`config.mk`:
```
export PLATFORM = sky130hd
export DESIGN_NAME = tnps_mac
export DESIGN_NICKNAME = d
export VERILOG_FILES = /design/src/hdl/tnps_pkg.sv /design/src/hdl/tnps_mac.sv
export SDC_FILE = /design/constraint.sdc
export NUM_CORES = 1
export LEC_CHECK = 0
export ABC_AREA = 1
export BUFFER_PORTS_ARGS = -buffer_cell sky130_fd_sc_hd__buf_2
export CORE_ASPECT_RATIO = 1.5
export CORE_UTILIZATION = 45
export DETAILED_ROUTE_END_ITERATION = 8
export HOLD_SLACK_MARGIN = 0.12
export PLACE_DENSITY = 0.76
export SLEW_MARGIN = 20
export SYNTH_ARGS = -nofsm -noshare
export SYNTH_HDL_FRONTEND = slang
export SYNTH_SLANG_ARGS = --single-unit
export TNS_END_PERCENT = 10
```
`constraint.sdc`:
```
create_clock -name clk -period 3.35 [get_ports clk]
set_input_delay 0.5025 -clock clk [delete_from_list [all_inputs] [get_ports clk]]
set_output_delay 0.5025 -clock clk [all_outputs]
set_load 0.02 [all_outputs]
```
`src/hdl/tnps_pkg.sv`:
```
`timescale 1ns / 1ps
// Shared types, codes and constants for the two-nearest point search core.
// No dependencies; every other file of the block imports this package.
package tnps_pkg;

    localparam int ENTRIES_DEF = 64;
    localparam int COORD_W     = 16;
    localparam int IDX_W       = 7;
    localparam int SLOT_W      = 6;
    localparam int COUNT_W     = 7;
    localparam int DIST_W      = 34;
    localparam int DOT_W       = 36;
    localparam int ORIGIN_W    = 3 * COORD_W;
    localparam int CFG_IDX_W   = 1;

    localparam logic [DIST_W-1:0] RADIUS_SQ_RESET = DIST_W'(999999);

    // request kinds
    localparam logic REQ_LOAD  = 1'b0;
    localparam logic REQ_QUERY = 1'b1;

    // configuration register indexes
    localparam logic [CFG_IDX_W-1:0] CFG_ENTRY_COUNT = 1'b0;
    localparam logic [CFG_IDX_W-1:0] CFG_RADIUS_SQ   = 1'b1;

    typedef struct packed {
        logic                      req_type;
        logic [SLOT_W-1:0]         entry_index;
        logic signed [COORD_W-1:0] pos_x;
        logic signed [COORD_W-1:0] pos_y;
        logic signed [COORD_W-1:0] pos_z;
        logic signed [COORD_W-1:0] normal_x;
        logic signed [COORD_W-1:0] normal_y;
        logic signed [COORD_W-1:0] normal_z;
        logic signed [COORD_W-1:0] plane_offset;
        logic                      plane_flip;
        logic                      use_plane;
    } req_item_t;

    typedef struct packed {
        logic [IDX_W-1:0] first_index;
        logic [IDX_W-1:0] second_index;
        logic             used_fallback;
    } rsp_item_t;

    typedef enum logic [2:0] {
        ST_IDLE,
        ST_READ,
        ST_MAC,
        ST_CMP,
        ST_FIN
    } state_t;

    // one multiply per step: three squared differences, then three dot terms
    typedef enum logic [2:0] {
        OP_SQ_X  = 3'd0,
        OP_SQ_Y  = 3'd1,
        OP_SQ_Z  = 3'd2,
        OP_DOT_X = 3'd3,
        OP_DOT_Y = 3'd4,
        OP_DOT_Z = 3'd5
    } mac_op_t;

    typedef struct packed {
        logic    clear;
        logic    mul_en;
        mac_op_t op;
    } mac_ctrl_t;

endpackage

```
`src/hdl/tnps_mac.sv`:
```
`timescale 1ns / 1ps
// Shared multiply-accumulate unit: squared distance and plane dot product
// of one entry, one multiply per cycle. Depends on tnps_pkg.
module tnps_mac
    import tnps_pkg::*;
(
    input  logic                      clk,
    input  logic                      rst_n,
    input  mac_ctrl_t                 ctrl,
    input  req_item_t                 query,
    input  logic [ORIGIN_W-1:0]       origin,
    output logic [DIST_W-1:0]         dist_sq,
    output logic signed [DOT_W-1:0]   dot
);

    logic signed [COORD_W-1:0] org_x, org_y, org_z;
    logic signed [COORD_W:0]   op_a, op_b;
    logic signed [2*COORD_W+1:0] prod_next, prod_reg;
    mac_op_t                   op_reg;
    logic                      prod_vld_reg;
    logic [DIST_W-1:0]         dist_acc_reg, dist_acc_next;
    logic signed [DOT_W-1:0]   dot_acc_reg, dot_acc_next;

    assign org_x = origin[3*COORD_W-1:2*COORD_W];
    assign org_y = origin[2*COORD_W-1:COORD_W];
    assign org_z = origin[COORD_W-1:0];

    always_comb
    begin
        case (ctrl.op)
            OP_SQ_X:
            begin
                op_a = {org_x[COORD_W-1], org_x} - {query.pos_x[COORD_W-1], query.pos_x};
                op_b = op_a;
            end
            OP_SQ_Y:
            begin
                op_a = {org_y[COORD_W-1], org_y} - {query.pos_y[COORD_W-1], query.pos_y};
                op_b = op_a;
            end
            OP_SQ_Z:
            begin
                op_a = {org_z[COORD_W-1], org_z} - {query.pos_z[COORD_W-1], query.pos_z};
                op_b = op_a;
            end
            OP_DOT_X:
            begin
                op_a = {query.normal_x[COORD_W-1], query.normal_x};
                op_b = {org_x[COORD_W-1], org_x};
            end
            OP_DOT_Y:
            begin
                op_a = {query.normal_y[COORD_W-1], query.normal_y};
                op_b = {org_y[COORD_W-1], org_y};
            end
            OP_DOT_Z:
            begin
                op_a = {query.normal_z[COORD_W-1], query.normal_z};
                op_b = {org_z[COORD_W-1], org_z};
            end
            default:
            begin
                op_a = '0;
                op_b = '0;
            end
        endcase
    end

    assign prod_next = op_a * op_b;

    always_comb
    begin
        dist_acc_next = dist_acc_reg;
        dot_acc_next  = dot_acc_reg;
        if (ctrl.clear)
        begin
            dist_acc_next = '0;
            // start the dot sum at -offset scaled to Q1.14
            dot_acc_next  = -(DOT_W'(query.plane_offset) <<< 14);
        end
        else if (prod_vld_reg)
        begin
            case (op_reg)
                OP_SQ_X, OP_SQ_Y, OP_SQ_Z:
                    dist_acc_next = dist_acc_reg + prod_reg[DIST_W-1:0];
                default:
                    dot_acc_next = dot_acc_reg + DOT_W'(prod_reg);
            endcase
        end
    end

    always_ff @(posedge clk or negedge rst_n)
    begin
        if (!rst_n)
        begin
            prod_vld_reg <= 1'b0;
        end
        else
        begin
            prod_vld_reg <= ctrl.mul_en && !ctrl.clear;
        end
    end

    always_ff @(posedge clk)
    begin
        prod_reg     <= prod_next;
        op_reg       <= ctrl.op;
        dist_acc_reg <= dist_acc_next;
        dot_acc_reg  <= dot_acc_next;
    end

    assign dist_sq = dist_acc_reg;
    assign dot     = dot_acc_reg;

endmodule

```
; ---- Yosys cells after proc, flatten, opt, wreduce, memory -nomap -nowiden
; Index checks and enable logic that the tools add are counted.
[totals]
reg_bits = 108
latch_bits = 0
ram_bits = 0
mem_bits_ro = 0
inputBits = 176
out_inout_bits = 70
word_cells = 33
mem_count = 0
[classes]
addsub = 6
mul = 1
div = 0
order_cmp = 0
n_eq_ne = 8
shift = 0
n_mux = 5
bitwise = 0
reduce_logical = 8
[op_table]
columns = cell, n
row1 = one-hot mux 17 bit (6 select lines), 2
row2 = 2-to-1 mux 36 bit, 3
row3 = subtractor 16 x 16 -> 17 bit, 3
row4 = adder 36 x 34 -> 36 bit, 1
row5 = negation 30 -> 36 bit, 1
row6 = adder 34 bit, 1
row7 = multiplier 17 x 17 -> 34 bit, 1
row8 = "== test 3 x 2 -> 1 bit, second input constant", 3
row9 = "== test 3 x 1 -> 1 bit, second input constant", 2
row10 = "== test 3 bit, second input constant", 2
row11 = zero test 3 bit, 2
row12 = AND reduction 2 bit, 2
row13 = OR reduction 3 bit, 1
row14 = "!= test 2 bit, second input constant", 1
row15 = nonzero test 2 bit, 1
row16 = logical AND 1 bit, 1
row17 = zero test 1 bit, 1

; ---- Longest topological paths before layout
[logic_depth]
ltp_word = 5
ltp_mapped = 38
ltp_nobuf = 37

; ---- Worst setup path before layout
; OpenSTA, ideal clock, no wires.
[synth_timing]
path_kind = input-to-reg
from = input port origin[16]
to = register prod_reg[29]
setup_ns = 0.127
t_arrival_ns = 6.866
required_time_ns = 3.223
slack_ns = -3.643
cell_stages = 32
path_buffers = 1
path_cell_list = inv_1 -> ha_1 -> fa_1 -> inv_1 -> nand3_1 -> nand3_1 -> nand2_1 -> nand3_1 -> nand3_1 -> nand3_1 -> nand3_1 -> nand2_1 -> inv_2 -> nand2_1 -> buf_4 -> nand2_1 -> fa_1 -> inv_1 -> fa_1 -> inv_1 -> fa_1 -> fa_1 -> inv_1 -> fa_1 -> fa_1 -> ha_1 -> a21oi_1 -> a21boi_0 -> o21ai_0 -> a21oi_1 -> o21ai_0 -> xor2_1
[synth_between]
elab_chain_cells = 3
word_cells_on_any_way = 4
cone_classes = add/sub: 1 / mul: 1 / mux: 2
[synth_rtl]
columns = element, line
row1 = start: declaration, tnps_mac.sv:11  ; input logic [ORIGIN_W-1:0] origin,
row2 = subtractor 16 x 16 -> 17 bit, tnps_mac.sv:38  ; op_a = {org_y[COORD_W-1], org_y} - {query.pos_y[COORD_W-1], query.pos_y};
row3 = one-hot mux 17 bit (6 select lines), tnps_mac.sv:30  ; case (ctrl.op)
row4 = multiplier 17 x 17 -> 34 bit (*), tnps_mac.sv:69  ; assign prod_next = op_a * op_b;
row5 = named net prod_next[29], tnps_mac.sv:18  ; logic signed [2*COORD_W+1:0] prod_next, prod_reg;
row6 = end signal: assignment, tnps_mac.sv:106  ; prod_reg <= prod_next;
row7 = end: declaration, tnps_mac.sv:18
; The timed path passes the listed nets; every way through them passes the cells marked *.
; A chain may end at the register's enable or synchronous reset.

; ---- Worst setup path after layout
[layout_timing]
from = input port origin[0]
to = register prod_reg[22]
[layout_between]
elab_chain_cells = 3
word_cells_on_any_way = 4
cone_classes = add/sub: 1 / mul: 1 / mux: 2
[layout_rtl]
columns = element, line
row1 = subtractor 16 x 16 -> 17 bit, tnps_mac.sv:43  ; op_a = {org_z[COORD_W-1], org_z} - {query.pos_z[COORD_W-1], query.pos_z};
row2 = one-hot mux 17 bit (6 select lines), tnps_mac.sv:30
row3 = multiplier 17 x 17 -> 34 bit (*), tnps_mac.sv:69
row4 = named net prod_next[22], tnps_mac.sv:18
; Marks and branches as above.

==> flow_metrics.env <==
export IMPL_outcome="finished, violations left"
export IMPL_violations="setup timing"
export IMPL_async_flop_share_pct=0.926
export IMPL_crit_path_end_kind="register"
export IMPL_dp_hpwl_mm=73.9
export IMPL_regArea_um2=2530
export IMPL_cts_sinks=108
export IMPL_synth_avg_cell_area_um2=7.04
export IMPL_start_kind="input port"
export IMPL_max_freq_mhz=149
export IMPL_finalNetCount=4653
export IMPL_grt_pass1_vias=26501
export IMPL_antenna_found_initial=1
export IMPL_finalCriticalPeriod_ps=6700
export IMPL_synth_edf_count=36
export IMPL_syn_area_um2=23200
export IMPL_finalSetupTns_ps=-85570
export IMPL_drv_slew=0
export IMPL_min_to="op_reg[1]"
export IMPL_grt_use_total_pct=33.7
export IMPL_worstSkewPairLatency_ps=390
export IMPL_post_route_period_util_pct=200
export IMPL_multi_input_area_um2=19300
export IMPL_synthFlopType="dfxtp_1"
export IMPL_setup_viol=31
export IMPL_syn_inst=3298
export IMPL_grt_pass1_wl_mm=136
export IMPL_core_area_um2=50800
export IMPL_ys_seq_elements=108
export IMPL_dr_pass1_iters=8
export IMPL_whs_path_depth=1
export IMPL_vias_per_cell=5.31
export IMPL_drive_gt1_share_pct=27.3
export IMPL_wire_per_inst_um=18.7
export IMPL_yosysWarnings=0
export IMPL_required_ps=3660
export IMPL_cts_buffers=9
export IMPL_worstRegToRegCells=13
export IMPL_crit_fanout=6
export IMPL_start_util_pct=45.7
export IMPL_rsz0062_at_grt="yes"
export IMPL_drc=0
export IMPL_tightestPinTransition_ps=686
export IMPL_hold_viol_final=0
export IMPL_die_y_um=280
export IMPL_max_slew_margin_pct=53.9
export IMPL_drtIter0Drc=1448
export IMPL_synth_nets=3977
export IMPL_dieWidth_um=187
export IMPL_die_area_um2=52500
export IMPL_antenna_left=0
export IMPL_crit_type="input port to register"
export IMPL_critPathSlowestCell="fa_2"
export IMPL_arrival_ps=7010
export IMPL_io_buffers=236
export IMPL_skew_ps=13.7
export IMPL_clockRootBuffer="clkbuf_16"
export IMPL_place_area_um2=28500
export IMPL_final_cell_area_um2=30800
export IMPL_largest_reg_flops=36
export IMPL_wirelength_mm=86.9
export IMPL_rrSetupSlack_ps=360
export IMPL_gp_congestion=1.03
export IMPL_rr_startpoint="prod_reg[0]"
export IMPL_pre_cts_slack_ps=-4280
export IMPL_max_clock_path_buffers=2
export IMPL_worstHoldPathType="input port to register"
export IMPL_final_util_pct=60.5
export IMPL_final_setup_worst_slack_ps=-3350
export IMPL_crit_path_max_incr_delay_ps=520
export IMPL_rr_endpoint="dot[28]"
export IMPL_yosysUniqueCellTypes=60
export IMPL_io_pins=246
export IMPL_grt_overflow=0
export IMPL_fillers=4508
export IMPL_vias=24698
export IMPL_drv_cap=0
export IMPL_h_tree_depth=3
export IMPL_grt_max_degree=61
export IMPL_min_delay_start="ctrl[1]"
export IMPL_yosysSeqAreaShare_pct=10.9
export IMPL_cts_tree="built"
export IMPL_syn2layout_area_growth_pct=32.5
export IMPL_row_count=101
export IMPL_path_clk_slew_ps=90
==> cells in the mapped netlist, types with 4 or more instances <==
cell | instances | area [µm²]
a21boi_0 | 4 | 30.0
a21o_1 | 16 | 120
a21oi_1 | 206 | 1030
a22o_1 | 19 | 166
a31oi_1 | 10 | 62.6
buf_2 | 20 | 100
buf_4 | 10 | 75.1
buf_6 | 4 | 45.0
clkbuf_1 | 16 | 60.1
dfxtp_1 | 71 | 1420
edfxtp_1 | 36 | 1080
fa_1 | 302 | 6050
ha_1 | 201 | 2510
inv_1 | 669 | 2510
inv_2 | 28 | 105
nand2_1 | 725 | 2720
nand2_2 | 5 | 31.3
nand3_1 | 176 | 881
nand3_2 | 9 | 90.1
nand3b_1 | 22 | 165
nand4_1 | 26 | 163
nor2_1 | 363 | 1360
nor2_2 | 8 | 50.1
nor2_4 | 9 | 101
nor3_1 | 20 | 100
o211ai_1 | 5 | 37.5
o21a_1 | 18 | 135
o21ai_0 | 150 | 751
o21ai_1 | 10 | 50.1
o21bai_1 | 29 | 218
o22ai_1 | 8 | 50.1
or2_2 | 10 | 62.6
xnor2_1 | 17 | 149
xor2_1 | 39 | 342
==> worst max-delay path, delay by kind of cell <==
kind | cells | cell delay [ps]
adders and majority gates | 9 | 3700
and+or+nand+nor | 14 | 1650
buffers and inverters | 13 | 980
xor gates and xnor gates | 1 | 150
==> worst max-delay path by stage <==
stage	startpoint	endpoint	slack [ps]	depth (start not counted)
after global routing	query[77]	prod_reg[29]	-3630	34
after detailed placement	origin[16]	prod_reg[28]	-4280	32
after global placement	query[90]	prod_reg[28]	-4200	32
final	origin[0]	prod_reg[22]	-3350	37
after floorplan	origin[32]	prod_reg[33]	-3250	36
after CTS	query[87]	prod_reg[33]	-3140	34
==> timing repair <==
action | CTS | global route
hold buffers | 1 | 0
cloned | 0 | 0
resized for setup | 325 | 26
pin swaps | 118 | 16
endpoints found under the hold margin | 1 | 0
setup endpoints to repair | 31 | 31
buffers inserted | 45 | 4
==> cells in the final DEF, fill, tap and decap left out, types with 21 or more instances in the layout <==
cell,n
nand3_2,43
o21ai_1,22
buf_6,25
nand3b_1,22
nor2_1,340
nand2_2,41
buf_2,232
fa_1,287
edfxtp_1,36
o21bai_1,29
nand2_1,678
ha_4,42
inv_1,634
buf_4,437
a21oi_1,168
a21oi_2,32
nand4_1,26
nand3_1,136
nor2_2,21
xor2_1,39
inv_2,47
o21ai_0,123
dfxtp_1,71
ha_1,158
==> layout make-up <==
cell class | instances | share of cell area (%)
clock inverters | 7 | 0.256
flip-flops and latches | 108 | 8.22
clock buffers | 9 | 0.732
repair buffers | 715 | 16.7
well taps | 669 | 2.72
diodes | 1 | 0.00814
inverters | 700 | 8.76
multi-input cells | 2440 | 62.6
==> logic make-up (layout without fill, tap and decap cells) <==
family                   after synthesis  in the layout  synth area share [%]
buffers and inverters                750           1431                  12.5
XOR/XNOR                              56             56                  2.11
AO/OA/AOI/OAI                        491            491                  12.1
other                                  0              1                     0
adder cells (fa/ha/maj)              503            503                  36.9
AND/OR/NAND/NOR                     1390           1390                  25.5
flip-flops                           108            108                  10.9
==> stage by stage <==
stage               std cells  hold slack (ps)
floorplan                3298              207
global placement         4583              291
detailed placement       4583              284
CTS                      4644              253
global route             4649              267
finish                   4649              269
==> layer usage <==
layer	vias to the layer above	GRT usage [%]	part of all wire [%]
met5	-	0	0
met2	1027	63.3	51
met4	0	33.6	12
met3	447	4.24	4.9
met1	11545	30.6	32
li1	11679	-	-
Power is not shown: default switching activity piles up to over one toggle a cycle in this logic, so the estimate is an artifact.
