### src/hdl/tnps_pkg.sv
`timescale 1ns / 1ps
// Shared types, codes and constants for the two-nearest point search core.
// No dependencies; every other file of the block imports this package.
package tnps_pkg;

    localparam int ENTRIES_DEF = 64;
    localparam int COORD_W     = 16;
    localparam int IDX_W       = 7;
    localparam int SLOT_W      = 6;
    localparam int COUNT_W     = 7;
    localparam int DIST_W      = 34;
    localparam int DOT_W       = 36;
    localparam int ORIGIN_W    = 3 * COORD_W;
    localparam int CFG_IDX_W   = 1;

    localparam logic [DIST_W-1:0] RADIUS_SQ_RESET = DIST_W'(999999);

    // request kinds
    localparam logic REQ_LOAD  = 1'b0;
    localparam logic REQ_QUERY = 1'b1;

    // configuration register indexes
    localparam logic [CFG_IDX_W-1:0] CFG_ENTRY_COUNT = 1'b0;
    localparam logic [CFG_IDX_W-1:0] CFG_RADIUS_SQ   = 1'b1;

    typedef struct packed {
        logic                      req_type;
        logic [SLOT_W-1:0]         entry_index;
        logic signed [COORD_W-1:0] pos_x;
        logic signed [COORD_W-1:0] pos_y;
        logic signed [COORD_W-1:0] pos_z;
        logic signed [COORD_W-1:0] normal_x;
        logic signed [COORD_W-1:0] normal_y;
        logic signed [COORD_W-1:0] normal_z;
        logic signed [COORD_W-1:0] plane_offset;
        logic                      plane_flip;
        logic                      use_plane;
    } req_item_t;

    typedef struct packed {
        logic [IDX_W-1:0] first_index;
        logic [IDX_W-1:0] second_index;
        logic             used_fallback;
    } rsp_item_t;

    typedef enum logic [2:0] {
        ST_IDLE,
        ST_READ,
        ST_MAC,
        ST_CMP,
        ST_FIN
    } state_t;

    // one multiply per step: three squared differences, then three dot terms
    typedef enum logic [2:0] {
        OP_SQ_X  = 3'd0,
        OP_SQ_Y  = 3'd1,
        OP_SQ_Z  = 3'd2,
        OP_DOT_X = 3'd3,
        OP_DOT_Y = 3'd4,
        OP_DOT_Z = 3'd5
    } mac_op_t;

    typedef struct packed {
        logic    clear;
        logic    mul_en;
        mac_op_t op;
    } mac_ctrl_t;

endpackage

### src/hdl/tnps_rank.sv
`timescale 1ns / 1ps
// Running two-best tracker: keeps the nearest and second nearest candidate
// below the radius, earlier index winning ties. Depends on tnps_pkg.
module tnps_rank
    import tnps_pkg::*;
#(
    parameter int CW      = 7,
    parameter int ENTRIES = ENTRIES_DEF
)
(
    input  logic              clk,
    input  logic              rst_n,
    input  logic              init,
    input  logic              upd,
    input  logic              cand_ok,
    input  logic [DIST_W-1:0] cand_dist,
    input  logic [CW-1:0]     cand_idx,
    input  logic [DIST_W-1:0] radius_sq,
    output logic [CW-1:0]     first_idx,
    output logic [CW-1:0]     second_idx
);

    localparam logic [CW-1:0] NONE = CW'(ENTRIES);

    logic [DIST_W-1:0] d1_reg, d1_next, d2_reg, d2_next;
    logic [CW-1:0]     i1_reg, i1_next, i2_reg, i2_next;

    always_comb
    begin
        d1_next = d1_reg;
        d2_next = d2_reg;
        i1_next = i1_reg;
        i2_next = i2_reg;
        if (init)
        begin
            d1_next = radius_sq;
            d2_next = radius_sq;
            i1_next = NONE;
            i2_next = NONE;
        end
        else if (upd && cand_ok)
        begin
            if (cand_dist < d1_reg)
            begin
                d2_next = d1_reg;
                i2_next = i1_reg;
                d1_next = cand_dist;
                i1_next = cand_idx;
            end
            else if (cand_dist < d2_reg)
            begin
                d2_next = cand_dist;
                i2_next = cand_idx;
            end
        end
    end

    always_ff @(posedge clk or negedge rst_n)
    begin
        if (!rst_n)
        begin
            i1_reg <= NONE;
            i2_reg <= NONE;
        end
        else
        begin
            i1_reg <= i1_next;
            i2_reg <= i2_next;
        end
    end

    always_ff @(posedge clk)
    begin
        d1_reg <= d1_next;
        d2_reg <= d2_next;
    end

    assign first_idx  = i1_reg;
    assign second_idx = i2_reg;

endmodule

### config.mk
export PLATFORM = sky130hd
export DESIGN_NAME = tnps_rank
export DESIGN_NICKNAME = d
export VERILOG_FILES = /design/src/hdl/tnps_pkg.sv /design/src/hdl/tnps_rank.sv
export SDC_FILE = /design/constraint.sdc
export NUM_CORES = 1
export LEC_CHECK = 0
export BUFFER_PORTS_ARGS = -buffer_cell sky130_fd_sc_hd__buf_2
export CAP_MARGIN = 20
export CORE_MARGIN = 5
export CORE_UTILIZATION = 50
export CTS_CLUSTER_DIAMETER = 80
export DETAILED_ROUTE_END_ITERATION = 6
export GPL_ROUTABILITY_DRIVEN = 0
export PLACE_DENSITY = 0.72
export SLEW_MARGIN = 20
export SYNTH_ARGS = -nofsm -noshare
export SYNTH_HDL_FRONTEND = slang
export SYNTH_SLANG_ARGS = --single-unit
export TNS_END_PERCENT = 5
### constraint.sdc
create_clock -name clk -period 5.2 [get_ports clk]
set_clock_uncertainty 0.15 [all_clocks]
set_input_delay 0 -clock clk [delete_from_list [all_inputs] [get_ports clk]]
set_output_delay 0 -clock clk [all_outputs]
set_load 0.01 [all_outputs]
# == Yosys cells after proc, flatten, opt, wreduce, memory -nomap -nowiden ==
# Index checks and enable logic that the tools add are counted.
# totals
word_cells,26
regBits,82
inputBits,80
out_inout_bits,14
# classes
n_reduce_logical,6
muxes,14
n_lt_le_gt_ge,2
# ops
operator,count
$mux 34,7
$lt 34x34->1,2
$mux 7,7
$reduce_and 2->1,2
$reduce_bool 2->1,2
$reduce_bool 3->1,1
$logic_and 1x1->1,1

# == Longest topological paths before layout ==
# Gate-level depths: netlist of run 1.
# depth
ltp_word,5
ltp_mapped,10

# == Least setup slack after synthesis of run 1 ==
# No wires, ideal clock.
# synth_timing
path_type,flip-flop to flip-flop
startpoint,register d1_reg[21]
endpoint,register d2_reg[0] (enable)
setup_time_ns,0.389
synth_period_minus_slack_ns,3.149
t_arrival_ns,2.610
path_stages_with_launch,11
path_slack_ns,2.051
path_buffers,1
t_required_ns,4.661
cell_sequence,edfxtp_1 -> inv_1 -> ha_1 -> a21oi_2 -> o21ai_1 -> a221oi_2 -> o2111ai_2 -> a211oi_1 -> buf_6 -> nor3_2 -> inv_1
# synth_between
elab_chain_cells,3
# synth_rtl
element,line_no,source
from (decl),tnps_rank.sv:25,"logic [DIST_W-1:0] d1_reg, d1_next, d2_reg, d2_next;"
from (signal assigned),tnps_rank.sv:74,d1_reg <= d1_next;
$lt 34x34->1,tnps_rank.sv:43,if (cand_dist < d1_reg)
$reduce_bool 3->1 (no line),n/a,
$reduce_and 2->1 (no line),n/a,
to (signal assigned),tnps_rank.sv:75,d2_reg <= d2_next;
to (decl),tnps_rank.sv:25,
# Every way passes these cells.
# A chain may end at the register's enable or synchronous reset.

# == Worst setup path after layout of run 1 ==
# layout_timing
startpoint,register d1_reg[19]
endpoint,register d2_reg[10] (data pin)
# layout_between
elab_chain_cells,4
# layout_rtl
element,line_no,source
$lt 34x34->1,tnps_rank.sv:43,
$mux 34,tnps_rank.sv:43,
$mux 34,tnps_rank.sv:41,else if (upd && cand_ok)
$mux 34,tnps_rank.sv:34,if (init)
net d2_next[10],tnps_rank.sv:25,
# The timed path passes the listed nets, and every way through them passes these cells. The select of a mux whose other input is x is not followed.

==> results.txt, run 1 <==
Die Wd: 114 um
I/O Pins: 94
Clock Path Buffers: 2
endpoints failing setup: 0
final hold violation count: 0
Max VDD drop: 0.169 mV
Yosys reg bits: 82
overall via count from detail_route: 4,579
Area Overhead vs Synth: 35.9%
Min Clock Period, post-route: 4.06 ns
most used flip-flop cell after synthesis: edfxtp_1
Slew Limit Headroom: 33.2%
period utilisation layout: 78.1%
fraction of layout cells with a size suffix above 1: 16.4%
crit start category: register
initial antenna violation count: 0
most frequent cells in the layout: dlygate4sd3_1, inv_1, buf_2
die area: 12,900 sq um
CP arrival: 4.03 ns
static leakage: 3.59 nW
Setup CP Type: reg -> reg
routed vias/inst: 5.20
die height: 114 um
Worst-Margin Slew: 1.00 ns
Routed Antenna Nets: 0
status: completed
hold crit path type: in -> reg
fin. max-slew vios: 0
Clock transition at path regs: 0.08 ns
row cnt: 37
clk sink count: 82
HPWL Detailed: 8.59 mm
final std cells w/o fill: 881
Distinct cells, synth: 39
total CTS buffers: 9
clk_lat worst skew: 0.36 ns
syn_nets: 681
via count of the first global-routing pass: 4,755
RSZ-0062 raised after global routing: false
EDFF count, synth: 68
Avg WL per Cell: 14.9 um
clk root buf: clkbuf_8
CTS tree: built
Post-synth ARST share: 17.1%
grt total ovfl: 0
ANT cells: 0
Power Density: 254 nW/um^2
Synth warnings: 0
most common cell after layout, fill and taps aside: dlygate4sd3_1
Total Nets Final: 886
Tot GR Track Use: 21.2%
Finished Cell Area: 7300 sq um
DRC: 0
Crit path required time: 5.16 ns
post-synthesis sequential area ratio: 44.6%
Iteration-0 DRC Markers: 300
Place WS: 1.69 ns
Pre-antenna DRT Iters: 5
Post-Place Cells: 751
Cells after Synth: 535
first-pass GRT wire length: 21.9 mm
setup TNS: 0 ns
Max Freq: 0.246 GHz
Post-CTS Resized: 0
Setup WS post-layout: 1.14 ns
largest net degree at the start of global routing: 111
Initial Util: 51.6%
drt total wl: 13.2 mm
endpoint class of the critical path: register
Area after DPL: 5960 sq um
Max Cap Viol: 0
CTS H-Tree Depth: 3
PortBufs: 93
Syn Area/Cell: 10.0 sq um
placeable core area: 10,400 sq um
Crit Path Max Fanout: 26
Post-Synthesis Cell Area: 5370 sq um
-- final timing paths --
path / startpoint / endpoint / slack, ns / cells after the start
setup reg to reg: d1_reg[19] / d2_reg[10] / 1.14 / 11
min in group asynchronous: rst_n / first_idx[6] / 0.52 / 3
max in group asynchronous: rst_n / second_idx[1] / 3.43 / 4
hold reg to reg: second_idx[4] / second_idx[4] / 0.34 / 1
setup / recovery: d1_reg[19] / d2_reg[10] / 1.14 / 11
hold / removal: cand_ok / first_idx[5] / 0.21 / 6
-- area by class of cell --
type	count	area (sq um)
clock buffers	14	163
clock inverters	2	35.0
fillers	789	3110
inverters	102	383
multi-input cells	334	2510
flip-flops and latches	82	2390
well taps	136	170
repair buffers	211	1650
-- report_power, final --
group / switching, mW / internal (mW) / total, mW / leakage (nW)
logic: 0.277 / 0.259 / 0.536 / 2.61
clock network: 0.230 / 0.248 / 0.479 / 0.101
registers: 0.0305 / 0.810 / 0.840 / 0.879
-- cell families after synthesis --
kind of cell    count (synthesis)  synth area share, %
fa+ha+maj                      66                 15.4
flops                          82                 44.6
compound gates                131                 14.6
buf+inv                       119                 9.01
mux                            48                 8.96
simple gates                   89                 7.45
-- Yosys cell counts (all sizes together) (7+ instances only) --
cell | count | area share [%]
a21o | 8 | 1.1
a21oi | 21 | 2.1
buf | 7 | 1.2
clkbuf | 10 | 0.70
dfrtp | 12 | 5.6
edfxtp | 68 | 38
ha | 66 | 15
inv | 102 | 7.1
mux2i | 47 | 8.8
nand2 | 56 | 3.9
nand3 | 7 | 0.65
nor2 | 12 | 0.84
o21ai | 78 | 7.3
-- through the flow --
step	utilization (%)	power (mW)	hold WS [ns]
finish	70.1	1.85	0.213
global route	70.1	1.98	0.239
CTS	70.1	1.86	0.199
detailed placement	57.2	1.30	-0.244
global placement	57.2	1.28	-0.246
floorplan	-	1.16	-0.446
-- worst max-delay path, cell delays in order, from the launching register on --
cell and delay, ns:
edfxtp_1 0.43, inv_1 0.08, ha_1 0.24, a21oi_1 0.15
o21ai_1 0.11, a221oi_2 0.45, o2111ai_2 0.29, a21oi_4 0.71
buf_12 0.31, mux2i_1 0.22, o21ai_1 0.07, dlygate4sd3_1 0.60
-- metal layers --
| metal | vias to the layer above | wire length (um) | GRT usage [%] |
|---|---|---|---|
| li1 | 2293 | - | - |
| met1 | 2147 | 5660 | 26.4 |
| met2 | 119 | 6710 | 37.9 |
| met3 | 20 | 612 | 3.40 |
| met4 | 0 | 186 | 6.33 |
| met5 | - | 0 | 0 |
-- repair_timing --
item,CTS,global route
endpoints found under the hold margin,96,0
hold buffers,114,0
setup buffers,0,0
No activity file was read; power rests on OpenSTA's default activity.
==> inputs of run 2 (changes only) <==
--- a/config.mk
+++ b/config.mk
@@ -12,7 +12,7 @@
 export CTS_CLUSTER_DIAMETER = 80
 export DETAILED_ROUTE_END_ITERATION = 6
 export GPL_ROUTABILITY_DRIVEN = 0
-export PLACE_DENSITY = 0.72
+export PLACE_DENSITY = 0.75
 export SLEW_MARGIN = 20
 export SYNTH_ARGS = -nofsm -noshare
 export SYNTH_HDL_FRONTEND = slang
==> constraint.sdc (replaced) <==
create_clock -name clk -period 3.45 [get_ports clk]
set_clock_uncertainty 0.15 [all_clocks]
set_input_delay 0 -clock clk [delete_from_list [all_inputs] [get_ports clk]]
set_output_delay 0 -clock clk [all_outputs]
set_load 0.01 [all_outputs]
==> results.txt, run 2 (synthesized netlist as in run 1, its figures left out) <==
status: completed
period utilisation layout: 93.3%
die area: 12,900 sq um
Worst-Margin Slew: 1.01 ns
endpoint class of the critical path: register
most frequent cells in the layout: inv_1, dlygate4sd3_1, buf_2
Avg WL per Cell: 15.3 um
overall via count from detail_route: 4,541
clk root buf: clkbuf_8
die height: 114 um
grt total ovfl: 0
Setup CP Type: reg -> reg
Met3 Wirelength: 715 um
CTS H-Tree Depth: 3
PortBufs: 93
Initial Util: 51.6%
slowest stage delay, CP: 0.55 ns
static leakage: 3.57 nW
row cnt: 37
met2 WL: 6.65 mm
reg2reg path depth: 8
first-pass GRT wire length: 22.1 mm
DRC: 0
Die Wd: 114 um
Clock Path Buffers: 2
Power Density: 386 nW/um^2
hold crit path type: in -> reg
Worst path slowest cell: or2_4
fraction of layout cells with a size suffix above 1: 17.4%
crit path cell chain: inv_1, ha_1, a21oi_1, o21ai_0, a221oi_1, o2111ai_2, a211oi_2, or2_4
fin. max-slew vios: 0
HPWL Detailed: 8.86 mm
hold path depth: 6
Top Layer Used: met4
Routed Antenna Nets: 0
I/O Pins: 94
clk sink count: 82
CTS tree: built
CP arrival: 3.05 ns
RSZ-0062 raised after global routing: false
most common cell after layout, fill and taps aside: inv_1
final hold violation count: 0
Slew Limit Headroom: 32.5%
Max VDD drop: 0.257 mV
worst reg-to-reg setup slack: 0.23 ns
via count of the first global-routing pass: 4,730
placeable core area: 10,400 sq um
Iteration-0 DRC Markers: 279
Total Nets Final: 877
DRT met1 WL: 5.74 mm
setup TNS: 0 ns
crit start category: register
routed vias/inst: 5.20
Area Overhead vs Synth: 34.8%
Max Cap Viol: 0
Tot GR Track Use: 21.2%
Crit path required time: 3.28 ns
Pre-antenna DRT Iters: 5
clk_lat worst skew: 0.36 ns
Crit Path Max Fanout: 35
Min Clock Period, post-route: 3.22 ns
largest net degree at the start of global routing: 111
Clock transition at path regs: 0.09 ns
drt total wl: 13.4 mm
endpoints failing setup: 0
Max Freq: 0.311 GHz
initial antenna violation count: 0
Tot Pwr: 2.79 mW
total CTS buffers: 9
-- run 2: timing repair --
item / 4_1_cts / 5_1_grt
setup buffers: 0 / 3
resized for setup: 0 / 0
hold buffers: 100 / 0
hold endpoints to repair: 96 / 0
endpoints found under the setup margin: 0 / 10
-- run 2: worst max-delay path, delay by kind of cell, from the launching register on --
family,cells,cell delay (ns)
AND/OR/NAND/NOR,1,0.55
flip-flops,1,0.41
buffers and inverters,1,0.07
adder cells (fa/ha/maj),1,0.24
AO/OA/AOI/OAI,5,1.42
-- run 2: final cells by class --
cell class / instances / area (sq um)
Fill cell: 756 / 3170
Multi-Input combinational cell: 334 / 2510
Sequential cell: 82 / 2390
Timing Repair Buffer: 202 / 1580
Inverter: 102 / 383
Clock buffer: 13 / 181
Tap cell: 136 / 170
Clock inverter: 3 / 18.8
Antenna cell: 1 / 2.50
-- run 2: through the flow --
step | setup slack, ns | utilization [%] | cell area (sq um) | hold WS [ns] | instances
after global routing | 0.00962 | 69.5 | 7240 | 0.233 | 872
after detailed placement | 0.172 | 57.6 | 6000 | -0.242 | 753
after global placement | 0.193 | 57.6 | 6000 | -0.246 | 753
after floorplan | 0.301 | - | 5370 | -0.446 | 535
final | 0.230 | 69.5 | 7240 | 0.229 | 873
after CTS | 0.139 | 69.2 | 7200 | 0.218 | 869
-- run 2: path summary, 6_finish.rpt --
kind                               startpoint            end
worst min register to register  second_idx[2]  second_idx[2]
max in group asynchronous               rst_n   first_idx[3]
worst min-delay path                      upd   first_idx[6]
worst max register to register     d1_reg[11]     d1_reg[23]
worst max-delay path               d1_reg[11]     d1_reg[23]
min in group asynchronous               rst_n   first_idx[6]
-- run 2: power by group --
| part | internal [mW] | switching [mW] |
|---|---|---|
| Combinational | 0.394 | 0.427 |
| Sequential | 1.22 | 0.0461 |
| Clock | 0.349 | 0.357 |
-- run 2: layer usage --
metal / GRT usage (%) / vias to the layer above
met2: 37.3 / 129
met4: 7.53 / 0
li1: - / 2271
met3: 2.39 / 24
met5: 0 / -
met1: 26.9 / 2117
